## config.mk

```make
export PLATFORM = sky130hd
export DESIGN_NAME = hilbert_block_pixel_scatter
export DESIGN_NICKNAME = d
export VERILOG_FILES = /design/src/design/hbps_pkg.sv /design/src/design/hilbert_block_pixel_scatter.sv
export SDC_FILE = /design/constraint.sdc
export NUM_CORES = 1
export LEC_CHECK = 0
export BUFFER_PORTS_ARGS = -buffer_cell sky130_fd_sc_hd__buf_2
export CAP_MARGIN = 20
export CORE_UTILIZATION = 58
export CTS_BUF_LIST = sky130_fd_sc_hd__clkbuf_4
export DETAILED_ROUTE_END_ITERATION = 7
export PLACE_DENSITY = 0.81
export SYNTH_ARGS = -nofsm -noshare
export SYNTH_HDL_FRONTEND = slang
export SYNTH_SLANG_ARGS = --single-unit
```

## constraint.sdc

```tcl
create_clock -name clk -period 13.05 [get_ports clk]
set_input_delay 1.305 -clock clk [delete_from_list [all_inputs] [get_ports clk]]
set_output_delay 1.305 -clock clk [all_outputs]
set_load 0.01 [all_outputs]
```

## src/design/hbps_pkg.sv

```systemverilog
// hbps_pkg: item types, register indexes and the hilbert quadrant step
// for the hilbert block pixel scatter; no dependencies
`default_nettype none

package hbps_pkg;

  localparam int unsigned PIXEL_W    = 32;
  localparam int unsigned X_W        = 12;
  localparam int unsigned Y_W        = 20;
  localparam int unsigned LEVEL_W    = 4;
  localparam int unsigned SIDE_REG_W = 5;
  localparam int unsigned CFG_W      = 5;
  localparam int unsigned CFG_IDX_W  = 1;

  // configuration register indexes
  localparam logic [CFG_IDX_W-1:0] REG_CURVE_LEVEL = 1'b0;
  localparam logic [CFG_IDX_W-1:0] REG_BLOCK_SIDE  = 1'b1;

  typedef struct packed {
    logic [PIXEL_W-1:0] pixel_value;
    logic               first_of_image;
  } in_item_t;

  typedef struct packed {
    logic [PIXEL_W-1:0] out_pixel;
    logic [X_W-1:0]     out_x;
    logic [Y_W-1:0]     out_y;
    logic               overflow;
  } out_item_t;

  typedef enum logic [1:0] {
    ORIENT_UP    = 2'd0,
    ORIENT_DOWN  = 2'd1,
    ORIENT_LEFT  = 2'd2,
    ORIENT_RIGHT = 2'd3
  } orient_t;

  typedef struct packed {
    logic    x;
    logic    y;
    orient_t next;
  } quad_t;

  // one level of the curve: quadrant digit under an orientation
  function automatic quad_t quad_step(input orient_t orient, input logic [1:0] d);
    quad_t q;
    logic [3:0] xv;
    logic [3:0] yv;
    xv = 4'b0000;
    yv = 4'b0000;
    q.next = ORIENT_UP;
    unique case (orient)
      ORIENT_UP: begin
        xv = 4'b1100;
        yv = 4'b0110;
        unique case (d)
          2'd0: q.next = ORIENT_LEFT;
          2'd1: q.next = ORIENT_UP;
          2'd2: q.next = ORIENT_UP;
          default: q.next = ORIENT_RIGHT;
        endcase
      end
      ORIENT_DOWN: begin
        xv = 4'b0011;
        yv = 4'b1001;
        unique case (d)
          2'd0: q.next = ORIENT_RIGHT;
          2'd1: q.next = ORIENT_DOWN;
          2'd2: q.next = ORIENT_DOWN;
          default: q.next = ORIENT_LEFT;
        endcase
      end
      ORIENT_LEFT: begin
        xv = 4'b0110;
        yv = 4'b1100;
        unique case (d)
          2'd0: q.next = ORIENT_UP;
          2'd1: q.next = ORIENT_LEFT;
          2'd2: q.next = ORIENT_LEFT;
          default: q.next = ORIENT_DOWN;
        endcase
      end
      default: begin
        xv = 4'b1001;
        yv = 4'b0011;
        unique case (d)
          2'd0: q.next = ORIENT_DOWN;
          2'd1: q.next = ORIENT_RIGHT;
          2'd2: q.next = ORIENT_RIGHT;
          default: q.next = ORIENT_UP;
        endcase
      end
    endcase
    q.x = xv[d];
    q.y = yv[d];
    return q;
  endfunction

endpackage

`default_nettype wire

```

## src/design/hilbert_block_pixel_scatter.sv

```systemverilog
// hilbert_block_pixel_scatter: counts pixels through blocks, curve and squares
// and forms each pixel's output coordinate; depends on hbps_pkg
// path: an accepted item is registered in the first stage, then in dst_item
// throughput: one item per cycle unless stalled; counters advance at accept,
//   coordinate (curve walk plus two small multiplies) forms in second stage
// reset: synchronous rst clears counters, overflow flag and both valids;
//   curve_level and side_cfg return to 1
`default_nettype none

module hilbert_block_pixel_scatter #(
  parameter int unsigned MAX_LEVEL      = 8,
  parameter int unsigned MAX_BLOCK_SIDE = 16,
  parameter int unsigned MAX_SQUARES    = 256,
  parameter int unsigned PIXEL_BITS     = 32
) (
  input  wire logic                           clk,
  input  wire logic                           rst,
  input  wire logic                           src_valid,
  output      logic                           src_stall,
  input  wire hbps_pkg::in_item_t             src_item,
  output      logic                           dst_valid,
  input  wire logic                           dst_stall,
  output      hbps_pkg::out_item_t            dst_item,
  input  wire logic                           cfg_write,
  input  wire logic [hbps_pkg::CFG_IDX_W-1:0] cfg_index,
  input  wire logic [hbps_pkg::CFG_W-1:0]     cfg_data
);

  localparam int unsigned SIDE_W = (MAX_BLOCK_SIDE > 1) ? $clog2(MAX_BLOCK_SIDE) : 1;
  localparam int unsigned SQ_W   = (MAX_SQUARES > 1) ? $clog2(MAX_SQUARES) : 1;
  localparam int unsigned IDX_W  = 2 * MAX_LEVEL;
  localparam int unsigned CW     = ((SIDE_W > hbps_pkg::SIDE_REG_W) ?
                                    SIDE_W : hbps_pkg::SIDE_REG_W) + 1;
  localparam int unsigned XW     = (MAX_LEVEL + 6 > hbps_pkg::X_W) ?
                                   MAX_LEVEL + 6 : hbps_pkg::X_W;
  localparam int unsigned BW     = SQ_W + MAX_LEVEL + 1;
  localparam int unsigned YW     = (BW + 6 > hbps_pkg::Y_W) ? BW + 6 : hbps_pkg::Y_W;
  localparam logic [hbps_pkg::PIXEL_W-1:0] PIX_MASK =
    (PIXEL_BITS >= hbps_pkg::PIXEL_W) ? '1 :
    hbps_pkg::PIXEL_W'((64'd1 << PIXEL_BITS) - 64'd1);

  // configuration
  logic [hbps_pkg::LEVEL_W-1:0]    curve_level;
  logic [hbps_pkg::SIDE_REG_W-1:0] side_cfg;
  logic [hbps_pkg::LEVEL_W-1:0]    level_eff;
  logic [hbps_pkg::SIDE_REG_W-1:0] side_eff;

  // image counters
  logic [SIDE_W-1:0] col_in_block, col_in_block_next;
  logic [SIDE_W-1:0] row_in_block, row_in_block_next;
  logic [IDX_W-1:0]  curve_index, curve_index_next;
  logic [SQ_W-1:0]   square_index, square_index_next;
  logic              square_overflow, square_overflow_next;

  // first stage: pixel with the counter values it is placed at
  logic                         s1_valid;
  logic [hbps_pkg::PIXEL_W-1:0] s1_pixel;
  logic [SIDE_W-1:0]            s1_col;
  logic [SIDE_W-1:0]            s1_row;
  logic [IDX_W-1:0]             s1_curve;
  logic [SQ_W-1:0]              s1_square;
  logic                         s1_ovf;

  logic src_take, s1_move, dst_ready;

  // counter snapshot after an optional restart
  logic [SIDE_W-1:0] base_col, base_row;
  logic [IDX_W-1:0]  base_curve;
  logic [SQ_W-1:0]   base_square;
  logic              base_ovf;
  logic              col_last, row_last, curve_last, square_last;
  logic [IDX_W:0]    points;

  // coordinate forming
  logic [MAX_LEVEL-1:0] bx, by;
  hbps_pkg::orient_t    orient;
  hbps_pkg::quad_t      q;
  logic [XW-1:0]        x_full;
  logic [BW-1:0]        y_base;
  logic [YW-1:0]        y_full;

  assign dst_ready = !dst_valid || !dst_stall;
  assign s1_move   = s1_valid && dst_ready;
  assign src_stall = s1_valid && !dst_ready;
  assign src_take  = src_valid && !src_stall;

  always_comb begin
    level_eff = curve_level;
    if (curve_level == '0) begin
      level_eff = hbps_pkg::LEVEL_W'(1);
    end else if (32'(curve_level) > 32'(MAX_LEVEL)) begin
      level_eff = hbps_pkg::LEVEL_W'(MAX_LEVEL);
    end
    side_eff = side_cfg;
    if (side_cfg == '0) begin
      side_eff = hbps_pkg::SIDE_REG_W'(1);
    end else if (32'(side_cfg) > 32'(MAX_BLOCK_SIDE)) begin
      side_eff = hbps_pkg::SIDE_REG_W'(MAX_BLOCK_SIDE);
    end
  end

  always_ff @(posedge clk) begin
    if (rst) begin
      curve_level <= hbps_pkg::LEVEL_W'(1);
      side_cfg    <= hbps_pkg::SIDE_REG_W'(1);
    end else if (cfg_write) begin
      unique case (cfg_index)
        hbps_pkg::REG_CURVE_LEVEL: curve_level <= cfg_data[hbps_pkg::LEVEL_W-1:0];
        default:                   side_cfg    <= cfg_data[hbps_pkg::SIDE_REG_W-1:0];
      endcase
    end
  end

  // counter advance
  always_comb begin
    if (src_item.first_of_image) begin
      base_col    = '0;
      base_row    = '0;
      base_curve  = '0;
      base_square = '0;
      base_ovf    = 1'b0;
    end else begin
      base_col    = col_in_block;
      base_row    = row_in_block;
      base_curve  = curve_index;
      base_square = square_index;
      base_ovf    = square_overflow;
    end

    points      = (IDX_W+1)'(1) << {level_eff, 1'b0};
    col_last    = (CW'(base_col) + CW'(1)) >= CW'(side_eff);
    row_last    = (CW'(base_row) + CW'(1)) >= CW'(side_eff);
    curve_last  = ((IDX_W+1)'(base_curve) + (IDX_W+1)'(1)) >= points;
    square_last = (32'(base_square) + 32'd1) >= 32'(MAX_SQUARES);

    col_in_block_next    = base_col;
    row_in_block_next    = base_row;
    curve_index_next     = base_curve;
    square_index_next    = base_square;
    square_overflow_next = base_ovf;
    // counters freeze once the square count has run out
    if (!base_ovf) begin
      if (!col_last) begin
        col_in_block_next = base_col + SIDE_W'(1);
      end else begin
        col_in_block_next = '0;
        if (!row_last) begin
          row_in_block_next = base_row + SIDE_W'(1);
        end else begin
          row_in_block_next = '0;
          if (!curve_last) begin
            curve_index_next = base_curve + IDX_W'(1);
          end else begin
            curve_index_next = '0;
            if (!square_last) begin
              square_index_next = base_square + SQ_W'(1);
            end else begin
              square_overflow_next = 1'b1;
            end
          end
        end
      end
    end
  end

  always_ff @(posedge clk) begin
    if (rst) begin
      col_in_block    <= '0;
      row_in_block    <= '0;
      curve_index     <= '0;
      square_index    <= '0;
      square_overflow <= 1'b0;
    end else if (src_take) begin
      col_in_block    <= col_in_block_next;
      row_in_block    <= row_in_block_next;
      curve_index     <= curve_index_next;
      square_index    <= square_index_next;
      square_overflow <= square_overflow_next;
    end
  end

  always_ff @(posedge clk) begin
    if (rst) begin
      s1_valid <= 1'b0;
    end else if (src_take) begin
      s1_valid <= 1'b1;
    end else if (s1_move) begin
      s1_valid <= 1'b0;
    end
  end

  always_ff @(posedge clk) begin
    if (src_take) begin
      s1_pixel  <= src_item.pixel_value & PIX_MASK;
      s1_col    <= base_col;
      s1_row    <= base_row;
      s1_curve  <= base_curve;
      s1_square <= base_square;
      s1_ovf    <= base_ovf;
    end
  end

  // curve index to block position, most significant digit first
  always_comb begin
    bx     = '0;
    by     = '0;
    orient = hbps_pkg::ORIENT_LEFT;
    q      = '0;
    for (int k = MAX_LEVEL - 1; k >= 0; k--) begin
      if (k < int'(level_eff)) begin
        q      = hbps_pkg::quad_step(orient, s1_curve[2*k +: 2]);
        bx[k]  = q.x;
        by[k]  = q.y;
        orient = q.next;
      end
    end
    x_full = XW'(bx) * XW'(side_eff) + XW'(s1_col);
    y_base = (BW'(s1_square) << level_eff) + BW'(by);
    y_full = YW'(y_base) * YW'(side_eff) + YW'(s1_row);
  end

  always_ff @(posedge clk) begin
    if (rst) begin
      dst_valid <= 1'b0;
    end else if (dst_ready) begin
      dst_valid <= s1_valid;
    end
  end

  always_ff @(posedge clk) begin
    if (s1_move) begin
      dst_item.out_pixel <= s1_pixel;
      dst_item.overflow  <= s1_ovf;
      if (s1_ovf) begin
        dst_item.out_x <= '1;
        dst_item.out_y <= '1;
      end else begin
        dst_item.out_x <= x_full[hbps_pkg::X_W-1:0];
        dst_item.out_y <= y_full[hbps_pkg::Y_W-1:0];
      end
    end
  end

  // a saturated result carries all-ones coordinates
  a_ovf_saturates: assert property (@(posedge clk) disable iff (rst)
    (dst_valid && dst_item.overflow) |-> (&dst_item.out_x && &dst_item.out_y))
    else $error("overflow result without saturated coordinate");

  // input is held off only while the first stage is full
  a_stall_needs_s1: assert property (@(posedge clk) disable iff (rst)
    src_stall |-> s1_valid)
    else $error("input stalled with empty first stage");

  // after overflow the counters stay frozen until a new image
  a_ovf_freezes: assert property (@(posedge clk) disable iff (rst)
    (src_take && square_overflow && !src_item.first_of_image) |=>
    (square_overflow && col_in_block == $past(col_in_block) &&
     curve_index == $past(curve_index) && square_index == $past(square_index)))
    else $error("counters moved after overflow");

  // a restarted image places its first item at the origin
  a_first_at_origin: assert property (@(posedge clk) disable iff (rst)
    src_take && src_item.first_of_image |=>
    (s1_col == '0 && s1_row == '0 && s1_curve == '0 && s1_square == '0 && !s1_ovf))
    else $error("first item of image not at origin");

  // first stage moves on whenever the output register is free
  a_s1_drains: assert property (@(posedge clk) disable iff (rst)
    (s1_valid && dst_ready && !src_take) |=> !s1_valid)
    else $error("first stage held with free output");

endmodule

`default_nettype wire

```

==> impl_results.md <==
- Outcome: completed
- R2R setup slack: 1.13 ns
- IO Pins: 111
- Worst slew pin tran: 1.03 ns
- Crit path launch: s1_curve[15]$_DFFE_PP_
- Final Core Density: 0.643
- Crit-path max FO: 6
- Commonest cells after routing, fill and taps aside: nor2_1, inv_1, edfxtp_1, nand2_1, ha_1
- Worst Setup Path Type: flip-flop to flip-flop
- Post-layout min period: 11.92 ns
- CP Capture Type: flip-flop
- Area post-placement: 14300 sq um
- H-tree levels: 4
- Mapped Cells: 1421
- GR Util All Layers: 0.272
- Final WL: 31400 um
- RSZ-0062 raised after global routing: false
- Vias/cell: 5.80
- DR vias: 10700
- Clock sinks: 174
- CTS clk-pin slew, worst paths: 0.15 ns
- Highest routed layer: met4
- WP data arrival: 12.27 ns
- I/O Buffers: 110
- Met3 WL: 1790 um
- Number of synthesized flops with an enable pin: 130
- Drt wl/cell: 17.1 um
- Nets: 1756
- Critical path buffer and inverter count: 8
- FF-to-FF Start: s1_curve[15]$_DFFE_PP_
- Initial core utilization: 0.593
- Sequential share of power: 0.501
- Worst Hold Class: flip-flop to flip-flop
- Row count: 55
- Leakage: 6.57 nW
- Layout cells sized above 1: 0.129
- Core area: 22800 sq um
- CP required: 13.40 ns
- Synth unique cells: 92
- Largest net degree at the start of global routing: 66
- Most used cell, CP: ha_1
- Wl on met1: 13700 um
- Clock power share: 0.254
- Pwr Density: 87.5 nW/um^2
- Initial antenna violation count: 1
- Post-synthesis sequential area ratio: 0.354
- Number of global-route vias before repair: 10400
- Die area: 23900 sq um
- Routability cong.: 0.943
- Max-Cap Viols: 0
- First-pass GRT wire length: 51600 um
- Clk root buf: clkbuf_4
- Clk buf depth: 2
- Switching part of the total: 0.330
- Post-DP HPWL: 24000 um
- Slew headroom: 0.314
- Final Setup Violations: 0
- Maximum VDD drop: 0.0603 mV
- 1st-iter DRT viols: 662
- Startpoint types: flip-flop
- Switching pwr: 423 uW
- Combinational Power Share: 0.245
- Max Slew Vio Count: 0
- Met2 Wirelength: 15000 um
- Finished Cell Area: 14600 sq um
- CP delay by family, top: compound AO/OA/AOI/OAI gates
- Max Clock Skew: 0.0265 ns
- Syn Std Cell Area: 13500 sq um
- Period utilisation layout: 0.914
- P&R area growth vs syn: 8.34%
- DRC viols: 0
- Pint: 858 uW
- Die Y: 155 um
- Clock Latency Late Sink: 0.58 ns
- TNS Setup: 0 ns
- Hold path startpoint: s1_pixel[9]$_DFFE_PP_
- Commonest non-fill, non-tap cell in the layout: nor2_1
- CTS tree: done
- DIE WIDTH: 155 um
- Synth Flop Type: edfxtp_1
- Total CTS buffers: 17
- Post-synth ARST share: 0
- Slowest-stage cell, CP: o311ai_0
- Pre-antenna DRT Iters: 5
- Delay of the slowest critical-path stage: 0.72 ns
- Fmax: 0.0839 GHz
- Synth Warn #: 0
- DRT antenna net count: 0
- Synthesized flop and latch total: 174
- Syn_area_per_cell: 9.51 sq um
- # hold bufs at CTS: 0
- Final hold viol count: 0
- Total gr overflow: 0
==> synthesized netlist by cell type (all sizes together), types with 6 or more instances <==
master	number	area [sq um]
a211oi	7	52.6
a21o	13	97.6
a21oi	59	295
a31oi	16	106
a32oi	11	96.3
and2	15	93.8
and3	7	43.8
buf	20	113
clkbuf	27	101
dfxtp	44	881
edfxtp	130	3900
fa	70	1400
ha	126	1580
inv	154	578
mux2i	17	170
nand2	126	473
nand2b	14	95.1
nand3	37	185
nand4	12	103
nand4b	6	52.6
nor2	207	780
nor2b	40	250
nor3	16	91.3
o211ai	7	52.6
o21a	6	45.0
o21ai	45	229
o21bai	9	67.6
o311ai	6	52.6
or2	16	100
or4	6	48.8
xnor2	39	342
xor2	26	228
==> registers in the layout (all words and copies together) (netlist names), 5 cells and up <==
register      count
s1_curve         16
curve_index      16
square_index      8
s1_square         8
s1_pixel         32
side_cfg          5
dst_item         65
==> what timing repair did <==
item	CTS	global route
setup buffers	0	0
setup endpoints to repair	0	9
resized for setup	0	3
endpoints found under the hold margin	0	0
==> area by class of cell <==
type	count	area (sq um)
multi-input combinational	1042	7930
antenna	1	2.50
inverter	159	597
timing repair buffer	122	648
fill	1858	8140
tap	313	392
sequential	174	4780
clock inverter	14	156
clock buffer	17	128
==> power groups by stage <==
stage	Clock, mW	Sequential, mW	Combinational [mW]
after floorplan	0	0.660	0.214
after global placement	0	0.653	0.295
after detailed placement	0	0.654	0.306
after CTS	0.335	0.642	0.308
after global routing	0.350	0.645	0.350
final	0.326	0.642	0.313
==> final timing paths <==
path / end / cells past startpoint
min: dst_item[42]$_DFFE_PP_ / 0
max reg2reg: dst_item[19]$_SDFFCE_PP1P_ / 43
min reg2reg: dst_item[42]$_DFFE_PP_ / 0
max: dst_item[19]$_SDFFCE_PP1P_ / 43
==> cells by family after synthesis <==
logic type,synth area share
flops,0.354
compound gates,0.120
fa+ha+maj,0.220
xor+xnor,0.0421
mux,0.0193
other cells,0.000277
buf+inv,0.0600
simple gates,0.184
==> through the flow <==
step / std cells / hold slack (ns) / worst slack [ns] / power, mW
4_1_cts: 1839 / 0.417 / 0.462 / 1.28
3_5_place_dp: 1808 / 0.405 / 0.505 / 0.961
6_report: 1842 / 0.418 / 1.13 / 1.28
2_1_floorplan: 1422 / 0.400 / 1.44 / 0.873
3_3_place_gp: 1808 / 0.400 / 0.926 / 0.949
5_1_grt: 1842 / 0.417 / 0.163 / 1.34
==> worst reg2reg max path, delay by kind of cell (launching register included) <==
kind	cells	cell delay, ns
flops	1	0.47
xor+xnor	2	0.41
buf+inv	8	0.78
fa+ha+maj	12	3.87
compound gates	15	5.30
mux	1	0.15
simple gates	5	0.73
==> layer usage <==
metal,global-route usage,vias to the layer above
li1,-,5068
met1,0.353,5158
met2,0.463,384
met3,0.0325,68
met4,0.108,0
met5,0,-
(Power assumes the default switching activity.)
